## src/design/tdl_pkg.sv

```systemverilog
// Shared types and constants of the tile lookup-or-insert unit.
package tdl_pkg;

    // Number of slot match bits folded together by one group reducer.
    localparam int GROUP_SIZE = 32;

    // Width of the reported slot index.
    localparam int INDEX_W = 8;

    // One input item: the two bit planes of an 8x8 tile.
    typedef struct packed {
        logic [63:0] plane_low;
        logic [63:0] plane_high;
    } tile_t;

    // One result item.
    typedef struct packed {
        logic [INDEX_W-1:0] tile_index;
        logic               was_inserted;
        logic               store_full;
    } result_t;

    // Sequencer states.
    typedef enum logic [1:0] {
        ST_IDLE,
        ST_GROUP,
        ST_DECIDE
    } state_t;

endpackage

```

## src/design/tdl_cell.sv

```systemverilog
// One storage cell of the tile chain: holds a tile, compares it and shifts it on.
module tdl_cell
(
    input  logic           clk,
    input  logic           rst_n,
    input  logic           shift_en,
    input  tdl_pkg::tile_t entry_in,
    input  logic           probe_en,
    input  tdl_pkg::tile_t probe,
    input  logic           occupied,
    output tdl_pkg::tile_t entry_out,
    output logic           match
);

    tdl_pkg::tile_t entry_reg;
    logic           match_reg;

    // On an insertion every cell takes the tile of its neighbour.
    always_ff @(posedge clk)
    begin
        if (shift_en)
        begin
            entry_reg <= entry_in;
        end
    end

    // The match flag is captured when a new item is accepted.
    always_ff @(posedge clk or negedge rst_n)
    begin
        if (!rst_n)
        begin
            match_reg <= 1'b0;
        end
        else if (probe_en)
        begin
            match_reg <= occupied && (entry_reg == probe);
        end
    end

    assign entry_out = entry_reg;
    assign match     = match_reg;

endmodule

```

## config.mk

```make
export PLATFORM = sky130hd
export DESIGN_NAME = tdl_cell
export DESIGN_NICKNAME = d
export VERILOG_FILES = /design/src/design/tdl_pkg.sv /design/src/design/tdl_cell.sv
export SDC_FILE = /design/constraint.sdc
export NUM_CORES = 1
export LEC_CHECK = 0
export ABC_AREA = 1
export BUFFER_PORTS_ARGS = -buffer_cell sky130_fd_sc_hd__clkbuf_2
export CORE_AREA = 2 2 153 155
export CTS_CLUSTER_SIZE = 24
export DETAILED_ROUTE_END_ITERATION = 10
export DIE_AREA = 0 0 155 157
export PLACE_DENSITY = 0.61
export SYNTH_ARGS = -nofsm -noshare
export SYNTH_HDL_FRONTEND = slang
export SYNTH_SLANG_ARGS = --single-unit
```

## constraint.sdc

```tcl
create_clock -name clk -period 1.23 [get_ports clk]
set_input_delay 0.1845 -clock clk [delete_from_list [all_inputs] [get_ports clk]]
set_output_delay 0.1845 -clock clk [all_outputs]
set_load 0.01 [all_outputs]
```

; ---- Word level (Yosys, flattened, before mapping)
; Index checks and enable logic that the tools add are counted.
[op_classes]
eq_ne = 1
reduce_logical = 1
[ops]
columns = cell, count
row1 = 128-bit equality test, 1
row2 = 1-bit logical AND, 1
[totals]
regBits = 129

; ---- Depth between registers and ports, before layout
[depth]
depth_word = 2
ltp_mapped = 12
ltp_nobuf = 12

; ---- Worst setup path before layout
; No wires, ideal clock.
[synth_path]
kind = register -> register
start = register entry_reg, in the netlist entry_out[57]
end = register match_reg (netlist: match)
setup_time_ns = 0.116
arrival_time_ns = 1.091
required_time_ns = 1.114
path_slack_ns = 0.022
path_stages_with_launch = 10
n_path_buf = 0
synth_period_minus_slack_ns = 1.208
path_cell_list = edfxtp_1 -> or2_2 -> nand3_1 -> nor2_1 -> nand2_1 -> nor2_1 -> nand2_1 -> nor2_1 -> nand2_1 -> nand2_1
[synth_between]
elab_chain_cells = 2
[synth_lines]
columns = item, line_no
row1 = "start, declared", tdl_cell.sv:15  ; tdl_pkg::tile_t entry_reg;
row2 = "start signal, assigned", tdl_cell.sv:23  ; entry_reg <= entry_in;
row3 = 128-bit equality test, tdl_cell.sv:36  ; match_reg <= occupied && (entry_reg == probe);
row4 = 1-bit logical AND, tdl_cell.sv:36
row5 = "end signal, assigned", tdl_cell.sv:36
row6 = "end, declared", tdl_cell.sv:16  ; logic match_reg;
; Every way passes these cells.
; A chain may end at the register's enable or synchronous reset.

; ---- Final worst setup path
[layout_path]
start = register entry_reg, in the netlist entry_out[113]
end = register match_reg (netlist: match)
; Same word-level chain as after synthesis.

==> reports/metrics.yaml <==
detailed_routing:
  viasPerCell: 4.112
  wl_per_cell_um: 14.51
  drc_errors: 0
  ant_nets: 0
  drt_wl_total_um: 22080
  drt_iter0_drc: 286
  vias: 6258
  firstDrtPassIters: 4
run:
  max_cap_viol_count: 0
floorplanning:
  dieArea_mm2: 0.02434
  die_w_um: 155
  num_rows: 55
  initial_core_util_pct: 26.77
  coreArea_mm2: 0.02250
  die_h_um: 157
  io_pins: 390
power:
  leakagePower_uw: 0.005639
  peakVddDrop_v: 0.0007978
  seq_power_share_pct: 42.4
  power_uw: 12990
  power_frac_comb_pct: 21.0
  p_switching_uw: 3521
  switching_share_pct: 27.10
  clockPowerShare_pct: 36.6
  p_int_uw: 9472
  cellPowerDensity_mw_per_mm2: 1134
yosys:
  synth_xor_xnor_area_share_pct: 7.414
  synthSimpleGateAreaFrac_pct: 19.67
  synth_compound_area_share_pct: 0.9761
  avgSynthCellArea_um2: 9.941
  synth_fa_ha_area_share_pct: 0
  ys_ff_latch: 129
  yosysSeqAreaShare_pct: 64.22
  syn_inst: 606
  yosysUniqueCellTypes: 18
  synth_top_family_by_area: "simple AND/OR/NAND/NOR gates"
  yosys_warnings: 0
  synth_mux_area_share_pct: 0
  syn_area_mm2: 0.006025
  synth_nets: 867
outcome:
  violations: "setup timing"
  outcome: "finished, violations left"
critical_path:
  worst-setup-path-type: "flop to flop"
  cp_top_family: "simple AND/OR/NAND/NOR gates"
  cp-end-kind: "flop"
  crit_fanout: 2
  cp_slowest_stage_delay_ns: 0.41
  crit_path_top_delay_cell: "edfxtp_1"
  cp-start-kind: "flop"
  reg2reg_slack_ns: -0.18
  worstPathRequired_ns: 1.58
  critical_path_arrival_ns: 1.76
  worst-path-buf-inv: 0
  path_cells: "nand2_1, nand2_1, nor2_1, nand2_1, nor2_2, nand2_2, nor2_1, nand2_1, nor2_2, nand2_1, nand2_1"
  cp_common_cell: "nand2_1"
sta:
  rsz0062_at_grt: "yes"
  period_minus_slack_ns: 1.413
  timing.final.crit_share_pct: 114.9
  setup_viol: 71
  clock.fmax_ghz: 0.7076
  clock_skew_ns: 0.008654
  whs_ns: 0.1044
  final_hold_viol_count: 0
  worst_slack_ns: -0.1832
  fin_setup_tns_ns: -2.990
  slew_viol_final: 0
  max_slew_margin_pct: 73.57
  worst-slew-pin-transition_ns: 0.3964
grt:
  track_usage_pct: 16.87
  overflow: 0
  antenna_found_initial: 2
  grt_max_degree: 69
  grt_pass1_wl_um: 31180
  grt_pass1_vias: 6224
layout:
  area_growth_pct: 90.18
  largest_register_ffs: 128
  num-nets-final: 1483
  drive_gt1_share_pct: 41.54
  postLayoutCoreUtil_pct: 50.91
  fillers: 2002
place:
  routabilityCongestion: 0.8021
  dp_slack_ns: -0.2696
  post-dp-hpwl_um: 15990
  numPortBuffers: 389
clock_network:
  clkTransAtPathRegs_ns: 0.06
  cts_max_path_buffers: 2
  cts_buffers: 17
  htreeDepth: 4
  insertion_delay_ns: 0.41
  cts_tree: "yes"
  root_buffer: "clkbuf_16"
  clock-sinks: 129
min_path:
  hold_path.class: "input port to asynchronous set/reset pin"
[cell usage after synthesis (all sizes together)]
cell type	count	area, um2
inv	124	465.5
o22ai	3	18.77
xor2	2	17.52
nand3	8	40.04
or2	11	68.82
nand4	19	118.9
edfxtp	128	3844
nand2	186	700.7
nor2	67	256.5
o21ai	8	40.04
dfrtp	1	25.02
xnor2	49	429.2
[layout by cell type (no fill, tap or decap), types with 3 or more instances in the layout]
cell | netlist | layout
buf_4 | 0 | 23
buf_6 | 0 | 122
clkbuf_16 | 0 | 17
clkbuf_2 | 0 | 318
clkinvlp_4 | 0 | 5
dlygate4sd3_1 | 0 | 129
edfxtp_1 | 128 | 128
inv_1 | 122 | 122
inv_6 | 0 | 5
nand2_1 | 185 | 183
nand2_2 | 1 | 3
nand3_1 | 8 | 8
nand4_1 | 19 | 19
nor2_1 | 65 | 59
nor2_2 | 2 | 8
o21ai_0 | 4 | 4
o21ai_1 | 4 | 4
o22ai_1 | 3 | 3
or2_0 | 9 | 9
xnor2_1 | 49 | 49
[timing repair]
item / in CTS / in global routing
buffers inserted: 8 / 15
cloned: 0 / 0
endpoints found under the hold margin: 129 / 0
endpoints found under the setup margin: 72 / 81
hold buffers: 129 / 0
resized for setup: 19 / 196
pin swaps: 4 / 0
[cells by family (layout without fill, tap and decap cells)]
kind of cell,Yosys count,after routing
xor+xnor,51,51
compound gates,11,11
other cells,0,2
buf+inv,124,753
flops,129,129
simple gates,291,291
[worst register-to-register path, stage by stage (launching register included)]
cell and delay, ns:
edfxtp_1 0.41, nand2_1 0.09, nand2_1 0.05, nor2_1 0.13, nand2_1 0.08, nor2_2 0.13
nand2_2 0.08, nor2_1 0.09, nand2_1 0.11, nor2_2 0.09, nand2_1 0.05, nand2_1 0.05
[power by group through the flow]
| stage | registers (uW) | logic [uW] | clock network, uW |
|---|---|---|---|
| after floorplan | 5710 | 567 | 0 |
| after global placement | 5560 | 2000 | 0 |
| after detailed placement | 5580 | 2020 | 0 |
| after CTS | 5490 | 2410 | 4860 |
| after global routing | 5560 | 2960 | 5040 |
| final | 5510 | 2730 | 4750 |
[layer usage]
metal / GRT usage, % / routed length [um] / up-vias
met4: 5.511 / 463 / 2
met1: 17.57 / 7891 / 2798
met3: 5.892 / 1819 / 40
met5: 0 / 13 / -
li1: - / - / 3138
met2: 31.64 / 11890 / 280
[metrics by stage]
step	area [um2]	std cells
after floorplan	6025	606
after global placement	8911	1354
after detailed placement	8911	1354
after CTS	10840	1518
after global routing	11450	1520
final	11460	1522
[final timing paths]
| kind | cells after the start | end | from |
|---|---|---|---|
| max | 11 | match | entry_out[113] |
| min in group clk | 5 | match | probe_en |
| max reg2reg | 11 | match | entry_out[113] |
| min | 2 | match | rst_n |
| max in group asynchronous | 2 | match | rst_n |
| min reg2reg | 2 | match | match |
[layout make-up]
cell class	instances	area (um2)	share of cell area [%]
repair buffers	597	4513	39.39
flip-flops and latches	129	3869	33.77
multi-input cells	353	1710	14.93
inverters	124	465.4	4.062
clock buffers	18	429.2	3.746
well taps	285	356.6	3.112
clock inverters	14	108.9	0.9501
diodes	2	5.005	0.04368
No activity file was read; power rests on OpenSTA's default activity.
