### src/design/tdl_pkg.sv
// Shared types and constants of the tile lookup-or-insert unit.
package tdl_pkg;

    // Number of slot match bits folded together by one group reducer.
    localparam int GROUP_SIZE = 32;

    // Width of the reported slot index.
    localparam int INDEX_W = 8;

    // One input item: the two bit planes of an 8x8 tile.
    typedef struct packed {
        logic [63:0] plane_low;
        logic [63:0] plane_high;
    } tile_t;

    // One result item.
    typedef struct packed {
        logic [INDEX_W-1:0] tile_index;
        logic               was_inserted;
        logic               store_full;
    } result_t;

    // Sequencer states.
    typedef enum logic [1:0] {
        ST_IDLE,
        ST_GROUP,
        ST_DECIDE
    } state_t;

endpackage

### src/design/tdl_group_or.sv
// Registered reduction of one group of cell match flags into a hit and a position.
module tdl_group_or
#(
    parameter int POS_W = 8,
    parameter int BASE  = 0
)
(
    input  logic                             clk,
    input  logic                             rst_n,
    input  logic                             load,
    input  logic [tdl_pkg::GROUP_SIZE-1:0]   match_flags,
    output logic                             hit,
    output logic [POS_W-1:0]                 pos
);

    logic             hit_reg;
    logic             hit_next;
    logic [POS_W-1:0] pos_reg;
    logic [POS_W-1:0] pos_next;

    // A tile is only ever stored once, so at most one flag is set and the
    // positions can simply be ORed together.
    always_comb
    begin
        hit_next = 1'b0;
        pos_next = '0;
        for (int j = 0; j < tdl_pkg::GROUP_SIZE; j++)
        begin
            hit_next = hit_next | match_flags[j];
            pos_next = pos_next | (match_flags[j] ? POS_W'(BASE + j) : '0);
        end
    end

    // Group result registers.
    always_ff @(posedge clk or negedge rst_n)
    begin
        if (!rst_n)
        begin
            hit_reg <= 1'b0;
        end
        else if (load)
        begin
            hit_reg <= hit_next;
        end
    end

    always_ff @(posedge clk)
    begin
        if (load)
        begin
            pos_reg <= pos_next;
        end
    end

    assign hit = hit_reg;
    assign pos = pos_reg;

endmodule

### config.mk
export PLATFORM = sky130hd
export DESIGN_NAME = tdl_group_or
export DESIGN_NICKNAME = d
export VERILOG_FILES = /design/src/design/tdl_pkg.sv /design/src/design/tdl_group_or.sv
export SDC_FILE = /design/constraint.sdc
export NUM_CORES = 1
export LEC_CHECK = 0
export BUFFER_PORTS_ARGS = -buffer_cell sky130_fd_sc_hd__buf_2
export CAP_MARGIN = 20
export CORE_AREA = 3 3 40 42
export CTS_CLUSTER_DIAMETER = 60
export DETAILED_ROUTE_END_ITERATION = 8
export DIE_AREA = 0 0 43 45
export PLACE_DENSITY = 0.7
export SYNTH_ARGS = -nofsm -noshare
export SYNTH_HDL_FRONTEND = slang
export SYNTH_SLANG_ARGS = --single-unit
export TNS_END_PERCENT = 30
### constraint.sdc
create_clock -name clk -period 0.9 [get_ports clk]
set_clock_uncertainty 0.15 [all_clocks]
set_input_delay 0.18 -clock clk [delete_from_list [all_inputs] [get_ports clk]]
set_output_delay 0.18 -clock clk [all_outputs]
set_load 0.02 [all_outputs]
-- Word-level counts from Yosys, hierarchy flattened
Index checks and enable logic that the tools add are counted.
- reductions and logical operators: 0
- bitwise operators: 61
- $lt $le $gt $ge: 0
- add/sub/neg operators: 0
- divide/modulo/power cells: 0
- multipliers: 0
- muxes and demuxes: 31
- shift-type cells: 0
- equality and inequality tests: 0
- operator list (operator ; number):
    5-bit two-way mux ; 16
    5-bit bitwise OR ; 15
    4-bit two-way mux ; 8
    1-bit bitwise OR ; 31
    4-bit bitwise OR ; 7
    3-bit two-way mux ; 4
    3-bit bitwise OR ; 3
    4-bit by 5-bit bitwise OR with 5-bit output ; 1
    2-bit two-way mux ; 2
    3-bit by 4-bit bitwise OR with 4-bit output ; 1
    2-bit by 3-bit bitwise OR with 3-bit output ; 1
    1-bit by 2-bit bitwise OR with 2-bit output ; 1
    2-bit bitwise OR ; 1
    1-bit two-way mux ; 1
- memories: 0
- output and inout port bits: 9
- latch bits: 0
- word-level logic and storage cells: 94
- flip-flop bits (word level): 9
- memory bits (writable): 0
- ROM bits: 0

-- Depth between registers and ports, before layout
- depth in word-level cells: 31
- mapped depth: 3

-- Least setup slack after synthesis
OpenSTA, ideal clock, no wires.
- path kind: input to register
- start: input match_flags[11] (netlist bit)
- end: register pos_reg[3], in the netlist pos[3], data pin
- path buffers: 0
- arrival: 901 ps
- data required time: 480 ps
- setup slack: -421 ps
- stages: 3
- path through: or4_1 > nor2_1 > nand3_1
- cells in the longest elaborated chain, start to end: 22
- RTL lines (item ; RTL line ; RTL):
    start: declaration ; tdl_group_or.sv:11 ; input logic [tdl_pkg::GROUP_SIZE-1:0] match_flags,
    4-bit two-way mux ; tdl_group_or.sv:30 ; pos_next = pos_next | (match_flags[j] ? POS_W'(BASE + j) : '0);
    4-bit bitwise OR (5 in a row) ; tdl_group_or.sv:30 ;
    4-bit by 5-bit bitwise OR with 5-bit output ; tdl_group_or.sv:30 ;
    5-bit bitwise OR (15 in a row) ; tdl_group_or.sv:30 ;
    net pos_next[3] ; tdl_group_or.sv:19 ; logic [POS_W-1:0] pos_next;
    end signal: assignment ; tdl_group_or.sv:51 ; pos_reg <= pos_next;
    end: declaration ; tdl_group_or.sv:18 ; logic [POS_W-1:0] pos_reg;
The timed path passes the listed nets, and every way through them passes these cells.
A chain may end at the register's enable or synchronous reset.

-- Worst setup path after layout
- start: input match_flags[8] (netlist bit)
- end: register pos_reg[3], in the netlist pos[3], data pin
- cells in the longest elaborated chain, start to end: 25
- RTL lines (item ; RTL line):
    4-bit two-way mux ; tdl_group_or.sv:30
    3-bit by 4-bit bitwise OR with 4-bit output ; tdl_group_or.sv:30
    4-bit bitwise OR (7 in a row) ; tdl_group_or.sv:30
    4-bit by 5-bit bitwise OR with 5-bit output ; tdl_group_or.sv:30
    5-bit bitwise OR (15 in a row) ; tdl_group_or.sv:30
    net pos_next[3] ; tdl_group_or.sv:19
The timed path passes the listed nets, and every way through them passes these cells.

==> results.json <==
{
  "antenna_found_initial": 0,
  "post-route-min-period_ns": 1.19,
  "yosysTopAreaCellShare": 0.400,
  "yosysTopAreaCell": "edfxtp_1",
  "ys_ff_latch": 6,
  "seq_area_frac_synth": 0.467,
  "h-tree-depth": 1,
  "cts.clk_slew.worst_paths_ns": 0.05,
  "status": "complete, but fails checks",
  "worst_hold_path_type": "in2reg",
  "critPathMaxFanout": 2,
  "p_leak_nw": 0.339,
  "reg2reg_slack_ns": 0.12,
  "drtPass1Iterations": 4,
  "drive_gt1_frac": 0.667,
  "rows": 13,
  "cts_tree": "built",
  "endpoint_kind": "register",
  "ys_top_cells_by_area": "edfxtp_1 (40%), nor4_1 (22%), dfrtp_1 (6.7%), buf_4 (6.0%), and4_1 (4.7%)",
  "place_congestion": 0.819,
  "wl_per_cell_um": 12.1,
  "dp_cells": 103,
  "clockBufferDepth": 2,
  "critPathLaunch": "match_flags[8]",
  "coreArea_um2": 1280,
  "cp.arrival_ns": 1.01,
  "reg2reg_to": "hit$_DFFE_PN0P_",
  "period_share": 1.32,
  "hold_viol_final": 0,
  "pin_count": 44,
  "nets": 129,
  "rsz0062_at_grt": "yes",
  "max_freq_mhz": 842,
  "numCtsBuffers": 3,
  "ant_nets": 0,
  "ys_warn_count": 0,
  "grt_pass1_vias": 495,
  "postSynthAreaPerCell_um2": 9.88,
  "worstSetupPathType": "in2reg",
  "largest_register_ffs": 5,
  "die_h_um": 45,
  "die_w_um": 43,
  "yosysUniqueCellTypes": 15,
  "finalSetupViolations": 12,
  "via_per_inst": 4.84,
  "finalPower_w": 0.000790,
  "hpwl_um": 1070,
  "clk_root_buffer_cell": "clkbuf_4",
  "layout_common_cells": "buf_2 (36), buf_4 (11), nor4_1 (9)",
  "dr_total_vias": 523,
  "track_usage": 0.132,
  "stdcell_count": 108,
  "clk-insertion-delay-late_ns": 0.23,
  "cap_violations": 0,
  "worstSetupStartpointType": "primary input",
  "setup.worst_path.end": "pos[3]$_DFFE_PP_",
  "grt_pass1_wl_um": 1950,
  "diodes": 0,
  "die_area_um2": 1940,
  "setup_tns_ns": -2.34,
  "routed_wl_um": 1310,
  "start_util": 0.292,
  "drc": 0,
  "finalMaxSlewViolations": 0,
  "area_growth_pct": 105,
  "clkSinkCount": 6,
  "portBuffers": 40,
  "grt_max_degree": 8,
  "r2r_start": "hit$_DFFE_PN0P_",
  "setup_ws_ns": -0.287,
  "post_synth_inst_count": 38,
  "holdWs_ns": 0.0887,
  "power.density_nw_per_um2": 1030,
  "syn_area_um2": 375,
  "ir_worst_vdd_mv": 0.383,
  "grt_overflow": 0,
  "violations": "negative setup slack",
  "layout_commonest_cell": "buf_2",
  "drt_iter0_drc": 8,
  "required_ns": 0.72,
  "rr_worst_depth": 2
}
[cells by family (layout without fill, tap and decap cells)]
| logic type | count (synthesis) | in the layout | share of synthesized area |
|---|---|---|---|
| buffers and inverters | 4 | 57 | 0.0700 |
| AND/OR/NAND/NOR | 26 | 26 | 0.437 |
| flip-flops | 6 | 6 | 0.467 |
| other | 1 | 3 | 0.00999 |
| AO/OA/AOI/OAI | 1 | 1 | 0.0167 |
[worst max-delay path, stage by stage]
cell,delay [ns]
buf_6,0.09
or4_4,0.54
nor2_4,0.13
nand3_1,0.08
[worst min-delay path by stage]
stage	from	to	slack (ns)	cells after the start
floorplan	rst_n	hit$_DFFE_PN0P_	-0.27	0
global placement	rst_n	hit$_DFFE_PN0P_	-0.19	1
detailed placement	rst_n	hit$_DFFE_PN0P_	-0.19	1
CTS	match_flags[14]	pos[2]$_DFFE_PP_	0.08	3
global route	match_flags[14]	pos[2]$_DFFE_PP_	0.09	3
finish	match_flags[14]	pos[2]$_DFFE_PP_	0.09	3
[routing by layer]
metal	GRT usage	vias to the layer above	part of all wire
li1	-	264	-
met3	0.0398	2	0.11
met1	0.151	228	0.39
met5	0	-	0
met4	0.0361	0	0.0054
met2	0.240	29	0.49
[what timing repair did]
item	in CTS	in global routing
pin swaps	2	3
gates resized for setup	7	6
endpoints found under the hold margin	1	0
buffers inserted	0	0
setup endpoints to repair	12	12
hold buffers	1	0
[Yosys cell counts, drive strengths merged]
master   n
inv      1
nor4    13
nor2     4
dfrtp    1
or4      2
nand4b   1
and4     2
nand3    2
a31oi    1
buf      3
conb     1
edfxtp   5
and2     1
nand4    1
[final cells by class]
class                      count  area, µm²
fill                         117        514
inverter                       1       3.75
tap                           15       18.8
multi-input combinational     30        229
timing repair buffer          52        318
clock buffer                   4       26.3
sequential                     6        175
[through the flow]
stage | worst slack (ns) | instance area (µm²) | util
4_1_cts | -0.273 | 734 | 0.572
2_1_floorplan | -0.406 | 383 | -
5_1_grt | -0.303 | 771 | 0.600
3_3_place_gp | -0.547 | 662 | 0.515
3_5_place_dp | -0.577 | 662 | 0.515
6_report | -0.287 | 771 | 0.600
[where the power goes]
| part | internal (W) | switching, W |
|---|---|---|
| Clock | 0.000168 | 0.0000916 |
| Sequential | 0.000313 | 0.00000193 |
| Combinational | 0.000114 | 0.000102 |
Note: power is estimated with default switching activity, not from simulation.
